[config.mk]
export PLATFORM = sky130hd
export DESIGN_NAME = vtk_divider
export DESIGN_NICKNAME = d
export VERILOG_FILES = /design/src/hdl/vtk_pkg.sv /design/src/hdl/vtk_divider.sv
export SDC_FILE = /design/constraint.sdc
export NUM_CORES = 1
export LEC_CHECK = 0
export BUFFER_PORTS_ARGS = -buffer_cell sky130_fd_sc_hd__buf_2
export CORE_MARGIN = 8
export CORE_UTILIZATION = 57
export DETAILED_ROUTE_END_ITERATION = 6
export PLACE_DENSITY = 0.82
export SETUP_SLACK_MARGIN = 0.4
export SYNTH_ARGS = -nofsm -noshare
export SYNTH_HDL_FRONTEND = slang
export SYNTH_SLANG_ARGS = --single-unit
[constraint.sdc]
create_clock -name clk -period 6.7 [get_ports clk]
set_input_delay 1.34 -clock clk [delete_from_list [all_inputs] [get_ports clk]]
set_output_delay 1.34 -clock clk [all_outputs]
set_load 0.01 [all_outputs]
[src/hdl/vtk_pkg.sv]
`timescale 1ns / 1ps
`default_nettype none

package vtk_pkg;

  localparam int DEF_MAX_BINS = 16;

  localparam int BC_W    = 5;
  localparam int IDX_W   = 4;
  localparam int MU_W    = 16;
  localparam int FE_W    = 24;
  localparam int DEPTH_W = 16;
  localparam int MASK_W  = 17;
  localparam int OUT_W   = 32;
  localparam int ENTRY_W = FE_W + 2 * MU_W;
  localparam int PROD_W  = FE_W + MU_W;

  localparam logic [15:0] LN2_Q16   = 16'd45426;
  localparam logic [16:0] ONE_Q16   = 17'd65536;
  localparam logic [16:0] RECIP_LN2 = 17'd94548;
  localparam logic [OUT_W-1:0] SAT32 = '1;

  typedef enum logic {
    ACT_LOAD  = 1'b0,
    ACT_VOXEL = 1'b1
  } action_t;

  typedef struct packed {
    logic start;
    logic done;
  } div_ctl_t;

endpackage

`default_nettype wire

[src/hdl/vtk_divider.sv]
`timescale 1ns / 1ps
`default_nettype none

module vtk_divider #(
  parameter int W = 44
) (
  input  wire logic                    clk,
  input  wire logic                    rst,
  input  wire logic                    start,
  input  wire logic [W-1:0]            num,
  input  wire logic [W-1:0]            den,
  output logic                         done,
  output logic [vtk_pkg::OUT_W-1:0]    quot
);
  import vtk_pkg::*;

  localparam int CNT_W = $clog2(OUT_W + 1);

  logic             busy;
  logic [CNT_W-1:0] cnt;
  logic [W-1:0]     rem;
  logic [OUT_W-1:0] low;
  logic [W:0]       shifted;
  logic [W:0]       diff;
  logic             ovf;

  assign ovf     = {16'd0, num} >= {den, 16'd0};
  assign shifted = {rem, low[OUT_W-1]};
  assign diff    = shifted - {1'b0, den};

  always_ff @(posedge clk) begin
    if (rst) begin
      busy <= 1'b0;
      done <= 1'b0;
      cnt  <= '0;
    end else begin
      done <= 1'b0;
      if (start) begin
        if (ovf) begin
          quot <= SAT32;
          done <= 1'b1;
        end else begin
          busy <= 1'b1;
          cnt  <= CNT_W'(OUT_W);
          rem  <= W'(num >> 16);
          low  <= {num[15:0], 16'd0};
        end
      end else if (busy) begin
        low  <= {low[OUT_W-2:0], 1'b0};
        if (!diff[W]) begin
          rem <= diff[W-1:0];
        end else begin
          rem <= shifted[W-1:0];
        end
        quot <= {quot[OUT_W-2:0], !diff[W]};
        cnt  <= cnt - 1'b1;
        if (cnt == CNT_W'(1)) begin
          busy <= 1'b0;
          done <= 1'b1;
        end
      end
    end
  end

endmodule

`default_nettype wire

==> flow_summary.ini <==
[floorplanning]
initial_utilization = 0.587
floorplan.io_pins = 124
floorplan.die.width_um = 133
placement_rows = 42
chipHeight_um = 133
placeable_core_region_sq_um = 13300
fp.dieArea_sq_um = 17700

[synth]
post_synth_inst_count = 835
avgSynthCellArea_sq_um = 9.34
synth_ff_type = sky130_fd_sc_hd__edfxtp_1
synth-seq-cells = 100
synth_largest_area_cell = sky130_fd_sc_hd__edfxtp_1
number_of_enable_type_register_cells_in_the_synthesized_netlist = 92
yosysWarningCount = 0
ys_async_sr_fraction = 0
synth_compound_gate_area_share = 0.168
ys_seq_area_frac = 0.375
netlist.area_leader.share = 0.354
yosys.cell_types.count = 65
synthSimpleGateAreaFrac = 0.166
mappedNetlistNets = 1001
synth_top_cells_by_area = sky130_fd_sc_hd__edfxtp_1, sky130_fd_sc_hd__ha_1, sky130_fd_sc_hd__a21oi_1
synth_xor_area_frac = 0.0438
main_combinational_cell_family_by_area_after_synthesis = compound AO/OA/AOI/OAI gates
synth_adder_area_share = 0.121
muxShareOfSynthArea = 0.0723
synth.cell_area_sq_um = 7800

[finish]
multi_input_area_sq_um = 4470
post_route_cells_drive_above_1_share = 0.214
antennaDiodeCount = 0
seq_area_sq_um = 2920
area_growth_pct = 12.9
nFillCells = 1105
final_common_cell = sky130_fd_sc_hd__buf_2
design.final.nets = 1105
layout_common_cells = sky130_fd_sc_hd__buf_2, sky130_fd_sc_hd__edfxtp_1, sky130_fd_sc_hd__nand2_1
postLayoutCellArea_sq_um = 8800

[cts]
holdBufCountCts = 0
root_buffer_cell = sky130_fd_sc_hd__clkbuf_16
cts_htree_levels = 3
clk_transition_reported_paths_ps = 80
cts.sinks = 100
post_cts_resize_count = 0
cts_post_setup_buffers_inserted = 0
total_clock_buffers_created_by_cts = 9
insertion_delay_ps = 360
maximum_buffer_depth_of_the_clock_tree = 2
tritoncts_clock_tree = yes

[drt]
route.vias.total = 6586
drt_first_pass_iters = 5
post_drt_via_cell_ratio = 5.88
wire_per_inst_um = 16.8
routed_wirelength_mm = 18.9
remaining_drc_errors = 0
first_iter_violations = 560
ant_nets = 0

[min_path]
hp-class = reg2reg

[global_routing]
grt_start_max_net_pins = 89
wire_length_of_the_first_global_routing_pass_mm = 31.3
grt_pass1_vias = 6395
groute.usage.overall = 0.213
initial_antenna_violation_count = 1
aggregate_global_routing_overflow = 0

[sta]
slew_headroom = 0.442
finClkSkew_ps = 10.7
max_clock_freq_ghz = 0.217
final.min_clock_period_ps = 4620
tightest_slew_ps = 837
finalMaxSlewViolations = 0
setup_viol = 0
share_of_the_clock_period_used_by_the_worst_path = 0.689
timing.setup.tns_ps = 0
setup_repair_after_global_routing_missed_its_margin = false
timing_hold_violations_final = 0

[place]
gp_routability_congestion = 0.895
port_buffers = 123
post-dp-hpwl_mm = 14.3
placedInstanceArea_sq_um = 8510

[status]
status = completed

[setup_path]
critPathMaxStageDelay_ps = 430
path_buf_inv = 1
path_class = in2reg
worstSetupEndpointType = register
crit_required_ps = 6910
critical_path.startpoint_type = input port
cp_cell_sequence = buf_2 -> ha_1 -> fa_1 -> nand2b_1 -> a21oi_1 -> o2111ai_1 -> a311oi_2 -> o211ai_2 -> a21oi_4 -> mux2i_4 -> nand2_8 -> mux2_1 -> o21ai_1
cp_top_family = compound AO/OA/AOI/OAI gates
crit_arrival_ps = 4830
slowest_stage = sky130_fd_sc_hd__fa_1
path_max_fanout = 46

[power_and_ir_drop]
total_leakage_power_nw = 3.85
power_density_nw_per_um2 = 221
power.ir.vdd_worst_uv = 141

[flow_run]
max-cap-violations = 0
-- layer usage --
layer	track usage	vias to the layer above	wire, um
met4	0.0511	2	197
met5	0	-	8
li1	-	3259	-
met3	0.0560	19	1260
met1	0.277	3097	8570
met2	0.346	209	8820
-- where the power goes --
group | internal [mW] | switching (mW) | total [mW]
clock | 0.262 | 0.261 | 0.523
combinational | 0.279 | 0.379 | 0.658
sequential | 0.740 | 0.0244 | 0.765
total | 1.28 | 0.665 | 1.95
-- kinds of logic after synthesis --
logic type / count (synthesis)
xor+xnor: 39
fa+ha+maj: 75
flops: 100
buf+inv: 97
compound gates: 214
simple gates: 257
mux: 53
-- stage by stage --
step           setup slack (ps)  power, mW  std cells  hold WS (ps)  utilization
6_report                   2080       1.95       1120           494        0.662
5_1_grt                    1820       2.05       1120           522        0.662
4_1_cts                    2100       1.95       1120           495        0.662
3_5_place_dp               1720       1.43       1104           476        0.640
3_3_place_gp               1860       1.41       1104           472        0.640
2_1_floorplan               547       1.29        835           450            -
-- path summary, 6_finish.rpt --
path / startpoint / to / depth (start not counted) / slack (ps)
worst min register to register: cnt[4] / cnt[4] / 1 / 490
worst min-delay path: cnt[4] / cnt[4] / 1 / 490
worst max register to register: low[31] / rem[0] / 13 / 2790
worst max-delay path: den[0] / rem[0] / 13 / 2080
-- registers in the layout, indices dropped and copies added, names as in the netlist --
name / flops
cnt: 6
busy: 1
quot: 32
rem: 44
done: 1
low: 16
-- cell type report --
type                    count  share of cell area
clock inverters             7             0.00739
inverters                  62              0.0264
well taps                 176              0.0250
flip-flops and latches    100               0.332
multi-input cells         638               0.508
clock buffers               9              0.0256
repair buffers            128              0.0759
-- cells in the mapped netlist, drive strengths merged (15+ instances only) --
master and n:
a21o 17, inv 62, ha 74, nand3 16
or2 33, clkbuf 24, mux2 17, nor2 50
nand2 77, mux2i 36, xor2 15, xnor2 24
nand4 17, o21ai 63, a21oi 75, edfxtp 92
Note: power is estimated with default switching activity, not from simulation.
