`config.mk`:
```
export PLATFORM = sky130hd
export DESIGN_NAME = vtk_spectrum_mem
export DESIGN_NICKNAME = d
export VERILOG_FILES = /design/src/hdl/vtk_pkg.sv /design/src/hdl/vtk_spectrum_mem.sv
export SDC_FILE = /design/constraint.sdc
export NUM_CORES = 1
export LEC_CHECK = 0
export BUFFER_PORTS_ARGS = -buffer_cell sky130_fd_sc_hd__buf_4
export CORE_ASPECT_RATIO = 1.1
export CORE_MARGIN = 10
export CORE_UTILIZATION = 65
export DETAILED_ROUTE_END_ITERATION = 10
export PLACE_DENSITY = 0.85
export SYNTH_ARGS = -nofsm -noshare
export SYNTH_HDL_FRONTEND = slang
export SYNTH_SLANG_ARGS = --single-unit
```
`constraint.sdc`:
```
create_clock -name clk -period 10.3 [get_ports clk]
set_input_delay 2.06 -clock clk [delete_from_list [all_inputs] [get_ports clk]]
set_output_delay 2.06 -clock clk [all_outputs]
set_load 0.05 [all_outputs]
```
`src/hdl/vtk_pkg.sv`:
```
`timescale 1ns / 1ps
`default_nettype none

package vtk_pkg;

  localparam int DEF_MAX_BINS = 16;

  localparam int BC_W    = 5;
  localparam int IDX_W   = 4;
  localparam int MU_W    = 16;
  localparam int FE_W    = 24;
  localparam int DEPTH_W = 16;
  localparam int MASK_W  = 17;
  localparam int OUT_W   = 32;
  localparam int ENTRY_W = FE_W + 2 * MU_W;
  localparam int PROD_W  = FE_W + MU_W;

  localparam logic [15:0] LN2_Q16   = 16'd45426;
  localparam logic [16:0] ONE_Q16   = 17'd65536;
  localparam logic [16:0] RECIP_LN2 = 17'd94548;
  localparam logic [OUT_W-1:0] SAT32 = '1;

  typedef enum logic {
    ACT_LOAD  = 1'b0,
    ACT_VOXEL = 1'b1
  } action_t;

  typedef struct packed {
    logic start;
    logic done;
  } div_ctl_t;

endpackage

`default_nettype wire

```
`src/hdl/vtk_spectrum_mem.sv`:
```
`timescale 1ns / 1ps
`default_nettype none

module vtk_spectrum_mem #(
  parameter int DEPTH = vtk_pkg::DEF_MAX_BINS,
  parameter int AW    = 4
) (
  input  wire logic                       clk,
  input  wire logic                       wr_en,
  input  wire logic [AW-1:0]              wr_addr,
  input  wire logic [vtk_pkg::ENTRY_W-1:0] wr_data,
  input  wire logic [AW-1:0]              rd_addr,
  output logic      [vtk_pkg::ENTRY_W-1:0] rd_data
);
  import vtk_pkg::*;

  logic [ENTRY_W-1:0] mem [DEPTH];

  always_ff @(posedge clk) begin
    if (wr_en) begin
      mem[wr_addr] <= wr_data;
    end
  end

  always_ff @(posedge clk) begin
    rd_data <= mem[rd_addr];
  end

endmodule

`default_nettype wire

```
==> results of run 1 <==
-- state kept, by name, indices dropped and copies added, names as in the netlist --
name and count:
rd_data 56, mem 896
-- layout make-up --
class	instances	share of cell area, %
flip-flops and latches	952	71.6
multi-input cells	419	16.2
clock buffers	117	6.13
repair buffers	149	2.89
well taps	675	2.16
clock inverters	39	0.965
diodes	4	0.0256
-- logic make-up (layout without fill, tap and decap cells) --
family | count (synthesis) | count (layout)
flip-flops | 952 | 952
AO/OA/AOI/OAI | 112 | 112
other | 0 | 4
AND/OR/NAND/NOR | 83 | 83
buffers and inverters | 74 | 305
multiplexers | 224 | 224
-- layer usage --
layer / vias up / share of wire [%] / track usage, % / wire [um]
li1: 6498 / - / - / -
met1: 8674 / 34 / 35.4 / 28000
met2: 1330 / 51 / 43.7 / 42500
met3: 223 / 12 / 6.18 / 9890
met4: 8 / 3.6 / 11.0 / 3000
met5: - / 0.067 / 0 / 56
-- worst max path at each step --
stage / from / end / slack, ns / depth (start not counted)
after detailed placement: rd_addr[0] / rd_data[1]$_DFF_P_ / 5.36 / 5
after CTS: rd_addr[0] / rd_data[43]$_DFF_P_ / 5.99 / 5
final: rd_addr[1] / rd_data[36]$_DFF_P_ / 6.01 / 5
after global routing: rd_addr[0] / rd_data[2]$_DFF_P_ / 5.72 / 5
after floorplan: wr_addr[2] / mem[0][0]$_DFFE_PP_ / 3.37 / 2
after global placement: rd_addr[0] / rd_data[8]$_DFF_P_ / 5.43 / 5
-- worst reg2reg max path: stages, from the launching register on --
cell,delay (ns)
sky130_fd_sc_hd__edfxtp_1,0.38
sky130_fd_sc_hd__mux4_2,0.48
sky130_fd_sc_hd__a22oi_1,0.31
sky130_fd_sc_hd__nand2_1,0.19
-- metrics by stage --
step / cells / hold WS [ns] / utilization, % / worst slack (ns)
finish: 2355 / 0.669 / 74.4 / 6.01
detailed placement: 2195 / 0.655 / 69.1 / 5.36
floorplan: 1445 / 0.635 / - / 3.37
global placement: 2195 / 0.651 / 69.1 / 5.43
CTS: 2351 / 0.678 / 74.4 / 5.99
global route: 2353 / 0.693 / 74.4 / 5.72
-- cell usage in the layout (no fill, tap or decap), drive strengths merged --
cell type / instances
nor3: 4
inv: 1
nor2: 13
clkinvlp: 4
nand3: 1
nand2b: 2
bufinv: 7
clkinv: 27
diode: 4
or3b: 1
nand2: 57
clkbuf: 118
a22oi: 112
nand3b: 2
buf: 148
edfxtp: 896
mux4: 224
and2: 1
dfxtp: 56
nor2b: 2
-- power breakdown --
part	total [W]	leakage [nW]	switching [W]	internal, W
sequential	0.00437	8.57	0.0000387	0.00433
clock	0.00318	1.36	0.00137	0.00181
combinational	0.000485	2.67	0.000313	0.000172
total	0.00803	12.6	0.00172	0.00631
==> results_tabular.tex, run 1 <==
\begin{tabular}{lr}
\hline
Metric & Value \\
\hline
\multicolumn{2}{l}{\textbf{Outcome}} \\
Run status & complete, no violations \\
\multicolumn{2}{l}{\textbf{Power and ir drop}} \\
Power density normalized to cell area & just over 200 nW/um\^{}2 \\
Worst vdd rail ir drop & between 0.15 and 0.2 mV \\
Cell leakage power & between 10 and 15 nW \\
Design Power & between 0.008 and 0.009 W \\
\multicolumn{2}{l}{\textbf{Setup path}} \\
Arrival time of the worst setup path & roughly 4.8 ns \\
Flop-to-flop setup slack & around 8.8 ns \\
Endpoint kind of the worst setup timing path & flip-flop \\
Combined buffer and inverter count along the critical path & 2 \\
Reg2Reg Depth & 3 \\
Crit path largest cell delay & approximately 1 ns \\
Reg-to-Reg Start & mem[0][13]\$\_DFFE\_PP\_ \\
Category of the critical setup timing path & input port to flip-flop \\
CP cell instances & clkbuf\_8 -> buf\_4 -> mux4\_2 -> a22oi\_1 -> nand2\_1 \\
CP required & approximately 11 ns \\
Reg-to-Reg End & rd\_data[13]\$\_DFF\_P\_ \\
Slowest library cell on the worst path & sky130\_fd\_sc\_hd\_\_buf\_4 \\
Sort of element at the start of the critical path & input port \\
Worst Path Max Fanout & between 80 and 90 \\
Family of cells with the greatest summed delay on the critical path & buffers and inverters \\
\multicolumn{2}{l}{\textbf{Synthesis}} \\
Cell with the most instances after synthesis & sky130\_fd\_sc\_hd\_\_edfxtp\_1 \\
Most used standard cells in the synthesized netlist & sky130\_fd\_sc\_hd\_\_edfxtp\_1, sky130\_fd\_sc\_hd\_\_mux4\_2, sky130\_fd\_sc\_hd\_\_a22oi\_1 \\
Xor-xnor portion of the synthesized cell area & 0\% \\
Register area share after synthesis & about four fifths \\
Leading cell types by total area after synthesis & sky130\_fd\_sc\_hd\_\_edfxtp\_1, sky130\_fd\_sc\_hd\_\_mux4\_2, sky130\_fd\_sc\_hd\_\_dfxtp\_1, sky130\_fd\_sc\_hd\_\_a22oi\_1, sky130\_fd\_sc\_hd\_\_nand2\_1 \\
Top flip-flop cell by instance count after synthesis & sky130\_fd\_sc\_hd\_\_edfxtp\_1 \\
Synth Net Count & between 1500 and 2000 \\
FFs w/ async S/R, synth & 0\% \\
Mean Syn Cell Area & roughly 24 sq um \\
Mux share of post-synthesis cell area & between 10\% and 20\% \\
Cells after synthesis & $\sim$1400 \\
Area share of the largest cell type after synthesis & between 70 and 80\% \\
Post-synth design cell area & about 35000 sq um \\
Complex-gate fraction of the synthesized area & under 10\% \\
Library cell with the largest summed area after synthesis & sky130\_fd\_sc\_hd\_\_edfxtp\_1 \\
Combinational family with the most area after synthesis & multiplexers \\
Post-synth cell types & 17 \\
Simple-Gate Fraction of Synth Area & less than 1\% \\
Area share of fa/ha/maj cells after synthesis & 0\% \\
Number of enable flip-flop cells after synthesis & $\sim$900 \\
Yosys warnings & 0 \\
Flops \& latches, synth & around 950 \\
\multicolumn{2}{l}{\textbf{Clocking}} \\
TritonCTS clock tree & built \\
CTS resizes & 0 \\
Deepest level of the CTS H-tree & 3 \\
Clock sink count & about 950 \\
Worst skew pair latency & around 0.63 ns \\
Clock root buffer & sky130\_fd\_sc\_hd\_\_clkbuf\_16 \\
Quantity of hold-fixing buffers added after cts & 0 \\
Clock transition at path regs & 0.06 ns \\
Count of buffers added by post-CTS timing repair for setup & 0 \\
Max clock buf depth & 3 \\
Inserted Clock Buffers & 85 \\
\multicolumn{2}{l}{\textbf{Global route}} \\
Vias in the first global route & 17600 \\
Pin count of the biggest net entering global routing & just under 90 \\
Gr ovfl total & 0 \\
Antenna violations before repair & 6 \\
Global-route wire length before repair & between 100 and 150 mm \\
Combined global-route utilization of all metal layers & $\sim$27\% \\
\multicolumn{2}{l}{\textbf{STA}} \\
Number of hold violations in the final report & 0 \\
Final total negative setup slack & 0 ns \\
Least-Margin Pin Slew & roughly 1.2 ns \\
Clock tree skew after final layout & roughly 0.020 ns \\
Setup repair after global routing missed its margin & no \\
Final-report setup violation count & 0 \\
Timing-limited maximum frequency & $\sim$230 MHz \\
Max-slew violation total from the final report & 0 \\
Post-route fraction of the period consumed by the critical path & around two fifths \\
Final min period & 4.29 ns \\
Normalized max-slew margin & around 20\% \\
\multicolumn{2}{l}{\textbf{Floorplanning}} \\
I/O pin total & 122 \\
Height of the chip & approximately 260 um \\
Core area & around 53000 sq um \\
Effective utilization at floorplan & about two thirds \\
Std-Cell Rows & 88 \\
Floorplan die width & around 240 um \\
Die area & 63000 sq um \\
\multicolumn{2}{l}{\textbf{Hold path}} \\
Endpoint, Worst Hold & rd\_data[50]\$\_DFF\_P\_ \\
Cell count of the worst hold path & 3 \\
Startpoint of the lowest-slack hold path & mem[12][50]\$\_DFFE\_PP\_ \\
Class of the worst hold path & flip-flop to flip-flop \\
\multicolumn{2}{l}{\textbf{Layout}} \\
Fillcell total & between 2000 and 3000 \\
Final std cell area, no fill & a little under 40000 sq um \\
Ratio of cells with drive above 1 in the final layout & just over 30\% \\
Final Net Count & around 1700 \\
Multi-input logic area & 6360 sq um \\
Sequential cell area & about 28000 sq um \\
Syn-to-layout area delta & 12.9\% \\
\multicolumn{2}{l}{\textbf{Routing}} \\
DRC viols & 0 \\
DR iter-0 viols & 2433 \\
Residual antenna-violating net count after detailed routing & 0 \\
Post-DR vias/cell & slightly above 7 \\
TritonRoute pass-1 iters & 5 \\
Vias post-DR & 16700 \\
Aggregate routed wire length & approximately 83 mm \\
Routed length per placed instance & $\sim$35 um \\
\multicolumn{2}{l}{\textbf{Placement}} \\
Area post-placement & $\sim$36000 sq um \\
DP Wirelength & $\sim$36 mm \\
Weighted congestion at the end of routability-driven global placement & 0.710 \\
Buffers on Ports & 121 \\
\multicolumn{2}{l}{\textbf{Flow run}} \\
Max-cap viol count & 0 \\
\hline
\end{tabular}
No activity file was read; power rests on OpenSTA's default activity.
==> inputs of run 2 (changes only) <==
--- a/config.mk
+++ b/config.mk
@@ -8,9 +8,9 @@
 export BUFFER_PORTS_ARGS = -buffer_cell sky130_fd_sc_hd__buf_4
 export CORE_ASPECT_RATIO = 1.1
 export CORE_MARGIN = 10
-export CORE_UTILIZATION = 65
+export CORE_UTILIZATION = 61
 export DETAILED_ROUTE_END_ITERATION = 10
-export PLACE_DENSITY = 0.85
+export PLACE_DENSITY = 0.81
 export SYNTH_ARGS = -nofsm -noshare
 export SYNTH_HDL_FRONTEND = slang
 export SYNTH_SLANG_ARGS = --single-unit
==> constraint.sdc (replaced) <==
create_clock -name clk -period 4.05 [get_ports clk]
set_input_delay 0.81 -clock clk [delete_from_list [all_inputs] [get_ports clk]]
set_output_delay 0.81 -clock clk [all_outputs]
set_load 0.05 [all_outputs]
==> run 2 against run 1 <==
  * Flip-flop and latch count unchanged
  * Worst setup slack got worse by 4.3 ns
  * Non-clock buffer count up 17
  * Global-route usage down 2.4 points
  * Cell area increased by 1.7%
  * Largest power group unchanged
  * Worst hold slack got worse by 0.20 ns
  * Clock skew is 0.011 ns higher
  * Routed wire length decreased by 3.4%
  * First-iteration DRC count down 7.6%
  * Sequential power increased to 2.5 times the previous value
  * Clock power grew to 2.6 times the previous value
==> results_tabular.tex, run 2 (same netlist as run 1, synthesis figures left out) <==
\begin{tabular}{lr}
\hline
Metric & Value \\
\hline
\multicolumn{2}{l}{\textbf{Setup path}} \\
Category of the critical setup timing path & input port to flip-flop \\
Endpoint kind of the worst setup timing path & flip-flop \\
Arrival time of the worst setup path & around 2.6 ns \\
CP cell instances & buf\_4 -> or3b\_2 -> nor3\_4 -> buf\_4 \\
CP required & approximately 4.3 ns \\
Critical Path Most Common Cell & sky130\_fd\_sc\_hd\_\_buf\_4 \\
Sort of element at the start of the critical path & input port \\
Worst Path Max Fanout & 56 \\
Crit path largest cell delay & $\sim$0.8 ns \\
Slowest library cell on the worst path & sky130\_fd\_sc\_hd\_\_buf\_4 \\
\multicolumn{2}{l}{\textbf{Placement}} \\
Placed cells & approximately 2300 \\
Buffers on Ports & between 100 and 150 \\
Weighted congestion at the end of routability-driven global placement & between 0.7 and 0.8 \\
DP Wirelength & between 30 and 40 mm \\
\multicolumn{2}{l}{\textbf{Clocking}} \\
Quantity of hold-fixing buffers added after cts & 0 \\
Clock sink count & between 900 and 1000 \\
Worst skew pair latency & approximately 0.65 ns \\
Deepest level of the CTS H-tree & 3 \\
Max clock buf depth & 3 \\
Clock transition at path regs & around 0.06 ns \\
Inserted Clock Buffers & 87 \\
Count of buffers added by post-CTS timing repair for setup & 0 \\
CTS resizes & 0 \\
Clock root buffer & sky130\_fd\_sc\_hd\_\_clkbuf\_16 \\
TritonCTS clock tree & built \\
\multicolumn{2}{l}{\textbf{Power and ir drop}} \\
Power density normalized to cell area & between 500 and 600 nW/um\^{}2 \\
Design Power & about 0.021 W \\
Sw Share & between 20\% and 30\% \\
Fraction of power consumed by combinational cells & under 10\% \\
Switching power of the nets & roughly 0.0044 W \\
Sequential fraction of design power & 53.8\% \\
Clock share of power & 40.0\% \\
Worst vdd rail ir drop & about 0.34 mV \\
Internal power & $\sim$0.016 W \\
Cell leakage power & 12.8 nW \\
\multicolumn{2}{l}{\textbf{Layout}} \\
Finished Layout Cells & between 2000 and 2500 \\
Sequential cell area & between 20000 and 30000 sq um \\
Top flop regs & mem (896), rd\_data (56) \\
Fillcell total & about 3000 \\
Most used cells in the layout excluding fill and tap cells & sky130\_fd\_sc\_hd\_\_edfxtp\_1, sky130\_fd\_sc\_hd\_\_mux4\_2, sky130\_fd\_sc\_hd\_\_buf\_4 \\
Syn-to-layout area delta & 14.8\% \\
Max FFs per register & about 900 \\
Multi-input logic area & around 6400 sq um \\
Commonest non-fill, non-tap cell in the layout & sky130\_fd\_sc\_hd\_\_edfxtp\_1 \\
Final Net Count & 1692 \\
Register with the highest flop count & mem \\
Ratio of cells with drive above 1 in the final layout & 31.9\% \\
\multicolumn{2}{l}{\textbf{Routing}} \\
Residual antenna-violating net count after detailed routing & 0 \\
Routed length per placed instance & 33.0 um \\
Aggregate routed wire length & slightly above 80 mm \\
DR iter-0 viols & between 2000 and 2500 \\
TritonRoute pass-1 iters & 6 \\
Post-DR vias/cell & between 6 and 7 \\
DRC viols & 0 \\
Vias post-DR & 16400 \\
\multicolumn{2}{l}{\textbf{Global route}} \\
Vias in the first global route & 17600 \\
Antenna violations before repair & 3 \\
Pin count of the biggest net entering global routing & slightly below 70 \\
Combined global-route utilization of all metal layers & between 20\% and 30\% \\
Gr ovfl total & 0 \\
Global-route wire length before repair & about 120 mm \\
\multicolumn{2}{l}{\textbf{STA}} \\
Setup repair after global routing missed its margin & no \\
Normalized max-slew margin & 31.1\% \\
Final-report setup violation count & 0 \\
Final min period & 2.32 ns \\
Max-slew violation total from the final report & 0 \\
Timing-limited maximum frequency & between 400 and 500 MHz \\
Post-route fraction of the period consumed by the critical path & between 50\% and 60\% \\
Least-Margin Pin Slew & $\sim$1.0 ns \\
Clock tree skew after final layout & a little over 0.03 ns \\
Number of hold violations in the final report & 0 \\
\multicolumn{2}{l}{\textbf{Flow run}} \\
Max-cap viol count & 0 \\
\multicolumn{2}{l}{\textbf{Floorplanning}} \\
Die area & 66800 sq um \\
Core area & roughly 56000 sq um \\
Height of the chip & about 270 um \\
Effective utilization at floorplan & roughly three fifths \\
Std-Cell Rows & 91 \\
I/O pin total & around 120 \\
Floorplan die width & about 250 um \\
\multicolumn{2}{l}{\textbf{Outcome}} \\
Run status & complete, no violations \\
\multicolumn{2}{l}{\textbf{Hold path}} \\
Class of the worst hold path & input port to flip-flop \\
\hline
\end{tabular}
run 2: cell count changes in the layout (fill, tap and decap cells not counted):
cell                         change
sky130_fd_sc_hd__buf_12         +26
sky130_fd_sc_hd__buf_4           -9
sky130_fd_sc_hd__clkbuf_8        -6
sky130_fd_sc_hd__clkbuf_1        +4
sky130_fd_sc_hd__clkbuf_16       +4
sky130_fd_sc_hd__nor3_2          -4
sky130_fd_sc_hd__nor3_4          +4
sky130_fd_sc_hd__clkinv_1        -3
sky130_fd_sc_hd__clkinv_2        +3
sky130_fd_sc_hd__clkinvlp_4      +3
sky130_fd_sc_hd__clkinv_4        -2
sky130_fd_sc_hd__inv_6           +2
sky130_fd_sc_hd__bufinv_16       +1
sky130_fd_sc_hd__diode_2         -1
run 2: through the flow:
step | setup TNS, ns | instance area (sq um) | util (%) | hold WS [ns] | setup WS [ns]
after floorplan | -18.10 | 34700 | - | 0.635 | -0.108
after global placement | 0 | 36900 | 65.8 | 0.650 | 1.15
after detailed placement | 0 | 36900 | 65.8 | 0.654 | 1.14
after CTS | 0 | 39800 | 70.9 | 0.437 | 1.73
after global routing | 0 | 39800 | 70.9 | 0.470 | 1.59
final | 0 | 39800 | 70.9 | 0.464 | 1.73
run 2: area by class of cell:
cell class,count,share of cell area (%)
diodes,3,0.0189
clock buffers,119,6.11
clock inverters,43,1.09
multi-input cells,419,16.0
flip-flops and latches,952,70.4
well taps,744,2.34
repair buffers,166,3.98
run 2: final timing paths:
path / from / endpoint / slack, ns / cells after the start
worst max-delay path: wr_addr[2] / mem[0][32]$_DFFE_PP_ / 1.73 / 4
worst min-delay path: wr_data[22] / mem[3][22]$_DFFE_PP_ / 0.46 / 1
worst max register to register: mem[11][2]$_DFFE_PP_ / rd_data[2]$_DFF_P_ / 2.52 / 3
worst min register to register: mem[12][14]$_DFFE_PP_ / rd_data[14]$_DFF_P_ / 0.67 / 3
run 2: routing by layer:
| layer | track usage, % | wire length [um] | up-vias |
|---|---|---|---|
| li1 | - | - | 6545 |
| met1 | 32.1 | 28100 | 8580 |
| met2 | 40.5 | 41700 | 1143 |
| met3 | 5.34 | 8460 | 155 |
| met4 | 9.28 | 2280 | 2 |
| met5 | 0 | 13 | - |
run 2: worst max-delay path: cells and delay by family:
| kind | cells | cell delay [ns] |
|---|---|---|
| AND/OR/NAND/NOR | 2 | 0.77 |
| buffers and inverters | 2 | 0.92 |
run 2: power groups by stage:
| stage | Combinational [W] | Clock, W | Sequential (W) |
|---|---|---|---|
| after floorplan | 0.000529 | 0 | 0.0115 |
| after global placement | 0.00122 | 0 | 0.0113 |
| after detailed placement | 0.00125 | 0 | 0.0113 |
| after CTS | 0.00128 | 0.00834 | 0.0111 |
| after global routing | 0.00134 | 0.00871 | 0.0111 |
| final | 0.00127 | 0.00826 | 0.0111 |
